## config.mk

```make
export PLATFORM = sky130hd
export DESIGN_NAME = polygon_area_and_bbox
export DESIGN_NICKNAME = d
export VERILOG_FILES = /design/src/rtl/core/pa_pkg.sv /design/src/rtl/core/polygon_area_and_bbox.sv /design/src/rtl/core/pa_front.sv /design/src/rtl/core/pa_cross.sv /design/src/rtl/core/pa_accum.sv /design/src/rtl/core/pa_result.sv
export SDC_FILE = /design/constraint.sdc
export NUM_CORES = 2
export LEC_CHECK = 0
export BUFFER_PORTS_ARGS = -buffer_cell sky130_fd_sc_hd__buf_2
export CAP_MARGIN = 10
export CORE_ASPECT_RATIO = 1.2
export CORE_UTILIZATION = 35
export DETAILED_ROUTE_END_ITERATION = 7
export PLACE_DENSITY = 0.55
export SLEW_MARGIN = 20
export SYNTH_ARGS = -nofsm -noshare
export SYNTH_HDL_FRONTEND = slang
export SYNTH_SLANG_ARGS = --single-unit
```

## constraint.sdc

```tcl
create_clock -name clk -period 8.7 [get_ports clk]
set_input_delay 0 -clock clk [delete_from_list [all_inputs] [get_ports clk]]
set_output_delay 0 -clock clk [all_outputs]
set_load 0.1 [all_outputs]
```

## src/rtl/core/pa_pkg.sv

```systemverilog
// Shared types and constants for the polygon area and bounding box block.
package pa_pkg;

  localparam int COORD_BITS  = 16;
  localparam int MAX_CORNERS = 256;
  localparam int COUNT_BITS  = $clog2(MAX_CORNERS + 1);
  localparam int TERM_BITS   = 2 * COORD_BITS + 1;
  localparam int CROSS_BITS  = 42;
  localparam int AREA_BITS   = CROSS_BITS - 1;
  localparam int REG_COUNT   = 4;
  localparam int ADDR_BITS   = $clog2(REG_COUNT) + 2;
  localparam int DATA_BITS   = 32;

  localparam logic [$clog2(REG_COUNT)-1:0] REG_QUERY_MIN_X = 2'd0;
  localparam logic [$clog2(REG_COUNT)-1:0] REG_QUERY_MAX_X = 2'd1;
  localparam logic [$clog2(REG_COUNT)-1:0] REG_QUERY_MIN_Y = 2'd2;
  localparam logic [$clog2(REG_COUNT)-1:0] REG_QUERY_MAX_Y = 2'd3;

  typedef struct packed {
    logic signed [COORD_BITS-1:0] vertex_x;
    logic signed [COORD_BITS-1:0] vertex_y;
    logic                         closes_polygon;
  } vertex_t;

  typedef struct packed {
    logic [AREA_BITS-1:0]         twice_area;
    logic [COUNT_BITS-1:0]        corner_count;
    logic signed [COORD_BITS-1:0] box_left;
    logic signed [COORD_BITS-1:0] box_right;
    logic signed [COORD_BITS-1:0] box_bottom;
    logic signed [COORD_BITS-1:0] box_top;
    logic                         overlaps_query;
    logic                         too_many_corners;
  } result_t;

  typedef struct packed {
    logic signed [COORD_BITS-1:0] min_x;
    logic signed [COORD_BITS-1:0] max_x;
    logic signed [COORD_BITS-1:0] min_y;
    logic signed [COORD_BITS-1:0] max_y;
  } query_t;

  typedef struct packed {
    logic signed [COORD_BITS-1:0] x;
    logic signed [COORD_BITS-1:0] y;
    logic signed [COORD_BITS-1:0] px;
    logic signed [COORD_BITS-1:0] py;
    logic signed [COORD_BITS-1:0] fx;
    logic signed [COORD_BITS-1:0] fy;
    logic                         last;
    logic                         start;
  } front_t;

  typedef struct packed {
    logic signed [COORD_BITS-1:0] x;
    logic signed [COORD_BITS-1:0] y;
    logic signed [TERM_BITS-1:0]  edge_term;
    logic signed [TERM_BITS-1:0]  close_term;
    logic                         last;
    logic                         start;
  } cross_t;

  typedef struct packed {
    logic signed [COORD_BITS-1:0] left;
    logic signed [COORD_BITS-1:0] right;
    logic signed [COORD_BITS-1:0] bottom;
    logic signed [COORD_BITS-1:0] top;
  } box_t;

  typedef struct packed {
    logic signed [CROSS_BITS-1:0] sum;
    logic [COUNT_BITS-1:0]        count;
    logic                         ovf;
    box_t                         box;
  } closed_t;

endpackage

```

## src/rtl/core/polygon_area_and_bbox.sv

```systemverilog
// Top level: query box registers and the four-stage vertex pipeline.
// A closing vertex's result passes through the front, cross, accumulator and result registers in turn.
// Throughput: one vertex per cycle; the shoelace accumulator closes its loop
// through a single register, and a waiting result stalls intake only once the stages behind it are full.
// Reset clears all stage valids, the open-polygon flag and the query box to zero.
module polygon_area_and_bbox (
  input  logic                          clk,
  input  logic                          rst,
  input  logic                          vertex_valid,
  input  pa_pkg::vertex_t               vertex,
  output logic                          vertex_stall,
  output logic                          result_valid,
  output pa_pkg::result_t               result,
  input  logic                          result_stall,
  input  logic                          psel,
  input  logic                          penable,
  input  logic                          pwrite,
  input  logic [pa_pkg::ADDR_BITS-1:0]  paddr,
  input  logic [pa_pkg::DATA_BITS-1:0]  pwdata,
  output logic [pa_pkg::DATA_BITS-1:0]  prdata,
  output logic                          pready
);
  import pa_pkg::*;

  query_t                         query;
  logic                           cfg_write;
  logic [$clog2(REG_COUNT)-1:0]   reg_index;
  logic                           front_valid;
  front_t                         front;
  logic                           cross_ready;
  logic                           terms_valid;
  cross_t                         terms;
  logic                           accum_ready;
  logic                           closed_valid;
  closed_t                        closed;
  logic                           result_ready;

  assign pready    = 1'b1;
  assign cfg_write = psel && penable && pwrite && pready;
  assign reg_index = paddr[ADDR_BITS-1:2];

  always_ff @(posedge clk) begin
    if (rst) begin
      query <= '0;
    end else if (cfg_write) begin
      unique case (reg_index)
        REG_QUERY_MIN_X: query.min_x <= pwdata[COORD_BITS-1:0];
        REG_QUERY_MAX_X: query.max_x <= pwdata[COORD_BITS-1:0];
        REG_QUERY_MIN_Y: query.min_y <= pwdata[COORD_BITS-1:0];
        REG_QUERY_MAX_Y: query.max_y <= pwdata[COORD_BITS-1:0];
        default: ;
      endcase
    end
  end

  always_comb begin
    unique case (reg_index)
      REG_QUERY_MIN_X: prdata = DATA_BITS'({1'b0, query.min_x});
      REG_QUERY_MAX_X: prdata = DATA_BITS'({1'b0, query.max_x});
      REG_QUERY_MIN_Y: prdata = DATA_BITS'({1'b0, query.min_y});
      REG_QUERY_MAX_Y: prdata = DATA_BITS'({1'b0, query.max_y});
      default:         prdata = '0;
    endcase
  end

  pa_front u_front (
    .clk          (clk),
    .rst          (rst),
    .vertex_valid (vertex_valid),
    .vertex       (vertex),
    .vertex_stall (vertex_stall),
    .front_valid  (front_valid),
    .front        (front),
    .down_ready   (cross_ready)
  );

  pa_cross u_cross (
    .clk         (clk),
    .rst         (rst),
    .front_valid (front_valid),
    .front       (front),
    .up_ready    (cross_ready),
    .terms_valid (terms_valid),
    .terms       (terms),
    .down_ready  (accum_ready)
  );

  pa_accum u_accum (
    .clk          (clk),
    .rst          (rst),
    .terms_valid  (terms_valid),
    .terms        (terms),
    .up_ready     (accum_ready),
    .closed_valid (closed_valid),
    .closed       (closed),
    .down_ready   (result_ready)
  );

  pa_result u_result (
    .clk          (clk),
    .rst          (rst),
    .closed_valid (closed_valid),
    .closed       (closed),
    .query        (query),
    .up_ready     (result_ready),
    .result_valid (result_valid),
    .result       (result),
    .result_stall (result_stall)
  );

endmodule

```

## src/rtl/core/pa_front.sv

```systemverilog
// Input register with first and previous vertex tracking.
module pa_front (
  input  logic            clk,
  input  logic            rst,
  input  logic            vertex_valid,
  input  pa_pkg::vertex_t vertex,
  output logic            vertex_stall,
  output logic            front_valid,
  output pa_pkg::front_t  front,
  input  logic            down_ready
);
  import pa_pkg::*;

  logic                         ready;
  logic                         take;
  logic                         open;
  logic signed [COORD_BITS-1:0] prev_x;
  logic signed [COORD_BITS-1:0] prev_y;
  logic signed [COORD_BITS-1:0] first_x;
  logic signed [COORD_BITS-1:0] first_y;

  assign ready        = !front_valid || down_ready;
  assign take         = vertex_valid && ready;
  assign vertex_stall = !ready;

  always_ff @(posedge clk) begin
    if (rst) begin
      front_valid <= 1'b0;
      open        <= 1'b0;
    end else begin
      if (ready) begin
        front_valid <= vertex_valid;
      end
      if (take) begin
        open <= !vertex.closes_polygon;
      end
    end
  end

  always_ff @(posedge clk) begin
    if (take) begin
      front.x     <= vertex.vertex_x;
      front.y     <= vertex.vertex_y;
      front.px    <= prev_x;
      front.py    <= prev_y;
      front.fx    <= open ? first_x : vertex.vertex_x;
      front.fy    <= open ? first_y : vertex.vertex_y;
      front.last  <= vertex.closes_polygon;
      front.start <= !open;
      prev_x      <= vertex.vertex_x;
      prev_y      <= vertex.vertex_y;
      if (!open) begin
        first_x <= vertex.vertex_x;
        first_y <= vertex.vertex_y;
      end
    end
  end

endmodule

```

## src/rtl/core/pa_cross.sv

```systemverilog
// Cross product stage: edge and closing shoelace terms.
module pa_cross (
  input  logic           clk,
  input  logic           rst,
  input  logic           front_valid,
  input  pa_pkg::front_t front,
  output logic           up_ready,
  output logic           terms_valid,
  output pa_pkg::cross_t terms,
  input  logic           down_ready
);
  import pa_pkg::*;

  logic signed [2*COORD_BITS-1:0] edge_p;
  logic signed [2*COORD_BITS-1:0] edge_q;
  logic signed [2*COORD_BITS-1:0] close_p;
  logic signed [2*COORD_BITS-1:0] close_q;

  assign up_ready = !terms_valid || down_ready;

  always_comb begin
    edge_p  = $signed(front.x) * $signed(front.py);
    edge_q  = $signed(front.y) * $signed(front.px);
    close_p = $signed(front.fx) * $signed(front.y);
    close_q = $signed(front.fy) * $signed(front.x);
  end

  always_ff @(posedge clk) begin
    if (rst) begin
      terms_valid <= 1'b0;
    end else if (up_ready) begin
      terms_valid <= front_valid;
    end
  end

  always_ff @(posedge clk) begin
    if (up_ready && front_valid) begin
      terms.x          <= front.x;
      terms.y          <= front.y;
      terms.edge_term  <= TERM_BITS'(edge_p) - TERM_BITS'(edge_q);
      terms.close_term <= TERM_BITS'(close_p) - TERM_BITS'(close_q);
      terms.last       <= front.last;
      terms.start      <= front.start;
    end
  end

endmodule

```

## src/rtl/core/pa_accum.sv

```systemverilog
// Shoelace accumulator, vertex count and running bounding box.
module pa_accum (
  input  logic            clk,
  input  logic            rst,
  input  logic            terms_valid,
  input  pa_pkg::cross_t  terms,
  output logic            up_ready,
  output logic            closed_valid,
  output pa_pkg::closed_t closed,
  input  logic            down_ready
);
  import pa_pkg::*;

  logic signed [CROSS_BITS-1:0] cross_sum;
  logic signed [CROSS_BITS-1:0] cross_sum_next;
  logic signed [CROSS_BITS-1:0] edge_add;
  logic signed [CROSS_BITS-1:0] close_add;
  logic [COUNT_BITS-1:0]        seen_count;
  logic [COUNT_BITS-1:0]        seen_count_next;
  logic                         overflowed;
  logic                         overflowed_next;
  box_t                         run_box;
  box_t                         run_box_next;
  logic                         take;

  assign up_ready = !closed_valid || down_ready;
  assign take     = terms_valid && up_ready;

  always_comb begin
    edge_add  = terms.start ? '0 : CROSS_BITS'(terms.edge_term);
    close_add = terms.last ? CROSS_BITS'(terms.close_term) : '0;
    cross_sum_next = (terms.start ? '0 : cross_sum) + edge_add;
    if (terms.start) begin
      seen_count_next = COUNT_BITS'(1);
      overflowed_next = 1'b0;
      run_box_next    = '{left: terms.x, right: terms.x, bottom: terms.y, top: terms.y};
    end else begin
      seen_count_next = seen_count;
      overflowed_next = overflowed;
      if (seen_count >= COUNT_BITS'(MAX_CORNERS)) begin
        overflowed_next = 1'b1;
      end else begin
        seen_count_next = seen_count + COUNT_BITS'(1);
      end
      run_box_next.left   = (terms.x < run_box.left)   ? terms.x : run_box.left;
      run_box_next.right  = (terms.x > run_box.right)  ? terms.x : run_box.right;
      run_box_next.bottom = (terms.y < run_box.bottom) ? terms.y : run_box.bottom;
      run_box_next.top    = (terms.y > run_box.top)    ? terms.y : run_box.top;
    end
  end

  always_ff @(posedge clk) begin
    if (rst) begin
      closed_valid <= 1'b0;
    end else if (up_ready) begin
      closed_valid <= terms_valid && terms.last;
    end
  end

  always_ff @(posedge clk) begin
    if (take) begin
      cross_sum  <= cross_sum_next;
      seen_count <= seen_count_next;
      overflowed <= overflowed_next;
      run_box    <= run_box_next;
      if (terms.last) begin
        closed.sum   <= cross_sum_next + close_add;
        closed.count <= seen_count_next;
        closed.ovf   <= overflowed_next;
        closed.box   <= run_box_next;
      end
    end
  end

endmodule

```

## src/rtl/core/pa_result.sv

```systemverilog
// Result register: area magnitude, query box overlap and output handshake.
module pa_result (
  input  logic            clk,
  input  logic            rst,
  input  logic            closed_valid,
  input  pa_pkg::closed_t closed,
  input  pa_pkg::query_t  query,
  output logic            up_ready,
  output logic            result_valid,
  output pa_pkg::result_t result,
  input  logic            result_stall
);
  import pa_pkg::*;

  logic [CROSS_BITS-1:0] neg_sum;
  logic [AREA_BITS-1:0]  mag;
  logic                  hit;

  assign up_ready = !result_valid || !result_stall;

  always_comb begin
    neg_sum = -closed.sum;
    if (!closed.sum[CROSS_BITS-1]) begin
      mag = closed.sum[AREA_BITS-1:0];
    end else if (neg_sum[CROSS_BITS-1]) begin
      mag = '1;
    end else begin
      mag = neg_sum[AREA_BITS-1:0];
    end
    hit = (closed.box.right >= query.min_x) && (closed.box.top >= query.min_y) &&
          (closed.box.left <= query.max_x) && (closed.box.bottom <= query.max_y);
  end

  always_ff @(posedge clk) begin
    if (rst) begin
      result_valid <= 1'b0;
    end else if (up_ready) begin
      result_valid <= closed_valid;
    end
  end

  always_ff @(posedge clk) begin
    if (up_ready && closed_valid) begin
      result.twice_area       <= mag;
      result.corner_count     <= closed.count;
      result.box_left         <= closed.box.left;
      result.box_right        <= closed.box.right;
      result.box_bottom       <= closed.box.bottom;
      result.box_top          <= closed.box.top;
      result.overlaps_query   <= hit;
      result.too_many_corners <= closed.ovf;
    end
  end

endmodule

```

* After elaboration in Yosys (flattened, before gate mapping) *
Cells that the tools add are included.

cells by class
  $add $sub $neg = 6
  multiply operators = 4
  div/mod/pow operators = 0
  $lt $le $gt $ge = 9
  eq/ne operators = 3
  shifts and indexed selects = 0
  muxes and demuxes = 17
  bitwise gates (word level) = 1
  reductions and logical operators = 29

operators by type and width
  operator                                                         count
  16-bit by 16-bit multiplier with 32-bit output                   4
  32-bit case mux with 4 select lines                              1
  42-bit 2-to-1 mux                                                3
  16-bit 2-to-1 mux                                                6
  42-bit adder                                                     2
  41-bit 2-to-1 mux                                                2
  32-bit by 32-bit subtractor with 33-bit output                   2
  64-bit 2-to-1 mux                                                1
  42-bit negator                                                   1
  16-bit >= comparator                                             2
  16-bit greater-than comparator                                   2
  16-bit less-or-equal comparator                                  2
  16-bit < comparator                                              2
  9-bit 2-to-1 mux                                                 2
  2-bit AND reduction                                              6
  1-bit logical AND                                                10
  9-bit by 1-bit adder with 9-bit output, second input constant    1
  9-bit >= comparator, second input constant                       1
  1-bit zero test                                                  8
  2-bit == test, second input constant                             2
  1-bit logical OR                                                 4
  2-bit by 1-bit == test with 1-bit output, second input constant  1
  2-bit zero test                                                  1
  1-bit 2-to-1 mux                                                 2
  1-bit inverter                                                   1

word-level totals
  flip-flop bits (word level) = 615
  bits in latches = 0
  RAM bits = 0
  bits in read-only memories = 0
  output and inout bits = 151
  memories kept = 0

* Logic depth before layout (Yosys ltp) *
  word-level depth = 7
  mapped depth = 29
  mapped depth without buffers = 28

* By module *
A second synthesis with hierarchy kept.

second synthesis, totals
  cell total of the unflattened synthesis = 6805
  area, all modules = 71696.3 µm²

by module, submodules not included
  module                 times used  cells an instance  area each (µm²)  sequential area each (µm²)
  pa_cross               1           4513               44167.4          3022.9
  pa_accum               1           1396               15059.4          6986.7
  pa_result              1           519                6302.3           3503.4
  polygon_area_and_bbox  1           268                3121.7           1281.2
  pa_front               1           109                3045.4           2982.9

* Least setup slack after synthesis *
No wires, ideal clock.

  kind = reg-to-reg
  start point = register u_result.result_valid
  end point = register, netlist name u_result.result[0]
  library setup time = 0.767 ns
  data arrival time = 9.142 ns
  path slack = -1.209 ns
  cell stages (with the launch flop) = 2
  path buffers = 0
  cell sequence = dfxtp_1 > a21boi_0

between the ends
  longest elaborated chain between the ends = 3

RTL lines
  item                      line             RTL
  start: declaration        pa_result.sv:9   output logic result_valid,
  start signal: assignment  pa_result.sv:38  result_valid <= closed_valid;
  1-bit zero test           pa_result.sv:19  assign up_ready = !result_valid || !result_stall;
  1-bit logical OR          pa_result.sv:19
  1-bit logical AND         pa_result.sv:43  if (up_ready && closed_valid) begin

Every way passes these cells.
A chain may end at the register's enable or synchronous reset.

* Worst setup path in the final report *
  start point = register, netlist name u_front.front[71]
  end point = register, netlist name u_cross.terms[34]

between the ends
  longest elaborated chain between the ends = 2

RTL lines
  item                                            line            RTL
  16-bit by 16-bit multiplier with 32-bit output  pa_cross.sv:24  close_p = $signed(front.fx) * $signed(front.y);
  32-bit by 32-bit subtractor with 33-bit output  pa_cross.sv:41  terms.close_term <= TERM_BITS'(close_p) - TERM_BITS'(close_q);

Every way passes these cells.

==> qor.yml <==
clocking:
  cts_num_sinks: 615
  max_buffers_root_to_sink: 3
  cts_max_level: 3
  cts_tree: "built"
  cts_root_buffer: "clkbuf_16"
  worst_skew_pair.late_latency_ns: 0.72
  cts_buffers: 78
  clkTransAtPathRegs_ns: 0.06
cells_and_area:
  drive_gt1_share_pct: 7.223
  synthToLayoutAreaGrowth_pct: 10.72
  nFillCells: 19670
  stdcell_count: 9647
  finalNetCount: 8731
synth:
  synth_async_reset_ratio_pct: 0
  yosys_register_bits: 615
  ys_seq_area_share_pct: 25.22
  ys_types: 76
  postSynthCellCount: 6740
  number_of_synthesized_flops_with_an_enable_pin: 546
  yosysWarnings: 0
  post_synth_instance_area_sq_um: 70490
  avgSynthCellArea_sq_um: 10.46
  dominantRegCellSynth: "edfxtp_1"
setup_path:
  critical-path-top-cell-by-count: "fa_1"
  r2r.worst_path.cells: 28
  reg2reg_to: "u_cross.terms[34]"
  regToRegSetupSlack_ns: 0.48
  timing.critical_path.to_type: "flip-flop"
  cp_slowest_stage_delay_ns: 0.82
  cp_max_fo: 13
  arrival_worst_endpoint_ns: 8.63
  path_delay_family: "adder cells"
  crit_buf_inv: 8
  worstSetupStartpointType: "flip-flop"
  worstPathRequired_ns: 9.11
  cpMaxStageDelayCell: "edfxtp_1"
  r2r-start: "u_front.front[71]"
  setup_crit_start: "u_front.front[71]"
  setup.worst_path.class: "flip-flop to flip-flop"
grt:
  grt_pass1_vias: 51299
  grt_pass1_wl_um: 296000
  grt_remaining_overflow: 0
  groute.usage.overall_pct: 19.02
  grt_start_max_net_pins: 70
  initial_antenna_violation_count: 13
timing:
  slew-limit-headroom_pct: 27.14
  max_slew.worst_pin.slew_ns: 1.093
  finalSetupViolCount: 0
  final_min_period_over_clock_period_pct: 94.44
  setup_repair_after_global_routing_missed_its_margin: "no"
  timing.clock.skew_ns: 0.08453
  timing.setup.tns_ns: 0
  hold_ws_ns: 0.06223
  fmaxAchievable_mhz: 121.7
  period_minus_ws_final_ns: 8.216
  final-max-slew-violation-count: 0
  layout_setup_ws_ns: 0.4837
  finalHoldViolCount: 0
routing:
  route.detailed.wl_per_inst_um: 19.41
  drt_pass1_iterations: 8
  ant_nets: 0
  routed_via_count_divided_by_cell_count: 4.878
  drt_iter0_markers: 2795
  dr_total_vias: 47057
  detail_route.drc_violations: 0
  routed_wirelength_um: 187200
min_path:
  min_from: "vertex[5]"
  holdPathEnd: "u_front.front[70]"
  worstHoldPathCells: 2
  hold_class: "input port to flip-flop"
die:
  floorplan.initialDensity_pct: 35.21
  core_ar_sq_um: 200200
  floorplan_row_count: 180
  floorplan.die_area_sq_um: 203200
  dieHeight_um: 493.6
  floorplan.die.width_um: 411.7
  top_level_ports: 227
placed_design:
  globalplace.congestion: 0.9130
  place.detailed.hpwl_um: 151700
  port_buffers: 191
  dp.cells: 9443
  dpl_worst_slack_ns: 0.4811
run_status:
  run_status: "finished, final reports clean"
job:
  timing.max_cap.violations: 0
metrics by stage:
step,utilization (%),area [sq um]
global placement,37.34,74760
global route,38.98,78040
detailed placement,37.34,74760
floorplan,-,70550
CTS,38.97,78020
finish,38.98,78050
routing by layer:
layer / track usage [%] / part of all wire, % / vias up
met2: 34.01 / 51 / 1106
met1: 23.83 / 42 / 24287
met4: 5.358 / 3.0 / 14
met3: 2.465 / 4.5 / 262
li1: - / - / 21388
met5: 0 / 0.055 / -
synth_stat cells, drive strengths merged (18+ instances only):
library cell  instances  area [sq um]
inv                1459          5477
fa                 1180         23620
nand2               688          2582
and2                582          3641
edfxtp              546         16400
ha                  533          6669
a21oi               244          1221
clkbuf              227         852.1
nor2b               131         819.5
xnor2               131          1147
nor2                114         427.9
a21o                103         773.2
o21ai                94         470.5
xor2                 81         709.4
dfxtp                69          1381
o22ai                62         387.9
nand2b               55         344.1
nand3                43         220.2
mux2                 33         371.6
o21a                 32         240.2
nand4                31         193.9
o22a                 30         262.8
buf                  25         173.9
a211oi               20         150.1
o21bai               19         142.6
or3                  19         133.9
nor3                 18         101.4
kinds of logic (layout without fill, tap and decap cells):
group	Yosys count	after routing	synth area share (%)
simple gates	1726	1726	12.47
fa+ha+maj	1713	1713	42.97
buf+inv	1712	1962	9.230
compound gates	709	709	6.374
flops	615	615	25.22
xor+xnor	213	213	2.666
mux	50	50	1.053
other cells	2	20	0.01065
repair_timing:
| item | in CTS | in global routing |
|---|---|---|
| hold buffers | 57 | 0 |
| setup buffers | 0 | 0 |
| hold endpoints to repair | 143 | 0 |
| resized for setup | 0 | 0 |
flip-flops by register name (all words and copies together) (netlist names):
signal / cells
u_accum.seen_count: 9
u_accum.cross_sum: 42
u_accum.overflowed: 1
u_cross.terms: 100
u_front.open: 1
query: 64
u_cross.terms_valid: 1
u_front.front: 98
u_result.result: 116
u_accum.run_box: 64
u_front.front_valid: 1
u_accum.closed_valid: 1
u_result.result_valid: 1
u_accum.closed: 116
worst max-delay path by stage:
stage,to,slack (ns),depth (start not counted)
6_report,u_cross.terms[34],0.48,28
2_1_floorplan,u_cross.terms[34],0.89,26
4_1_cts,u_cross.terms[67],0.44,25
3_5_place_dp,u_cross.terms[67],0.48,25
5_1_grt,u_cross.terms[34],0.05,26
3_3_place_gp,u_cross.terms[67],0.54,25
cell usage in the layout, fill, tap and decap left out, drive strengths merged, types with 10 or more instances in the layout:
cell type    netlist  final
inv             1459   1468
fa              1180   1180
nand2            688    688
and2             582    582
edfxtp           546    546
ha               533    533
buf               25    302
a21oi            244    244
xnor2            131    131
nor2b            131    131
nor2             114    114
a21o             103    103
o21ai             94     94
clkbuf           227     90
xor2              81     81
dfxtp             69     69
o22ai             62     62
dlygate4sd3        0     57
nand2b            55     55
nand3             43     43
mux2              33     33
clkinv             1     33
o21a              32     32
nand4             31     31
o22a              30     30
a211oi            20     20
o21bai            19     19
or3               19     19
nor3              18     18
a31oi             17     17
o31ai             17     17
conb               2     17
mux4              16     16
and3              14     14
o211ai            10     10
area by class of cell:
cell class | count | area, sq um | area share [%]
clock buffers | 90 | 2048 | 2.624
flip-flops and latches | 615 | 17780 | 22.78
diodes | 3 | 7.507 | 0.009619
inverters | 1460 | 5480 | 7.022
repair buffers | 359 | 2480 | 3.177
clock inverters | 53 | 644.4 | 0.8256
well taps | 2639 | 3302 | 4.231
multi-input cells | 4428 | 46310 | 59.33
Power is left out: the tool's default activity adds up to more than one toggle a clock period on the data nets, which glitch-free logic cannot reach.
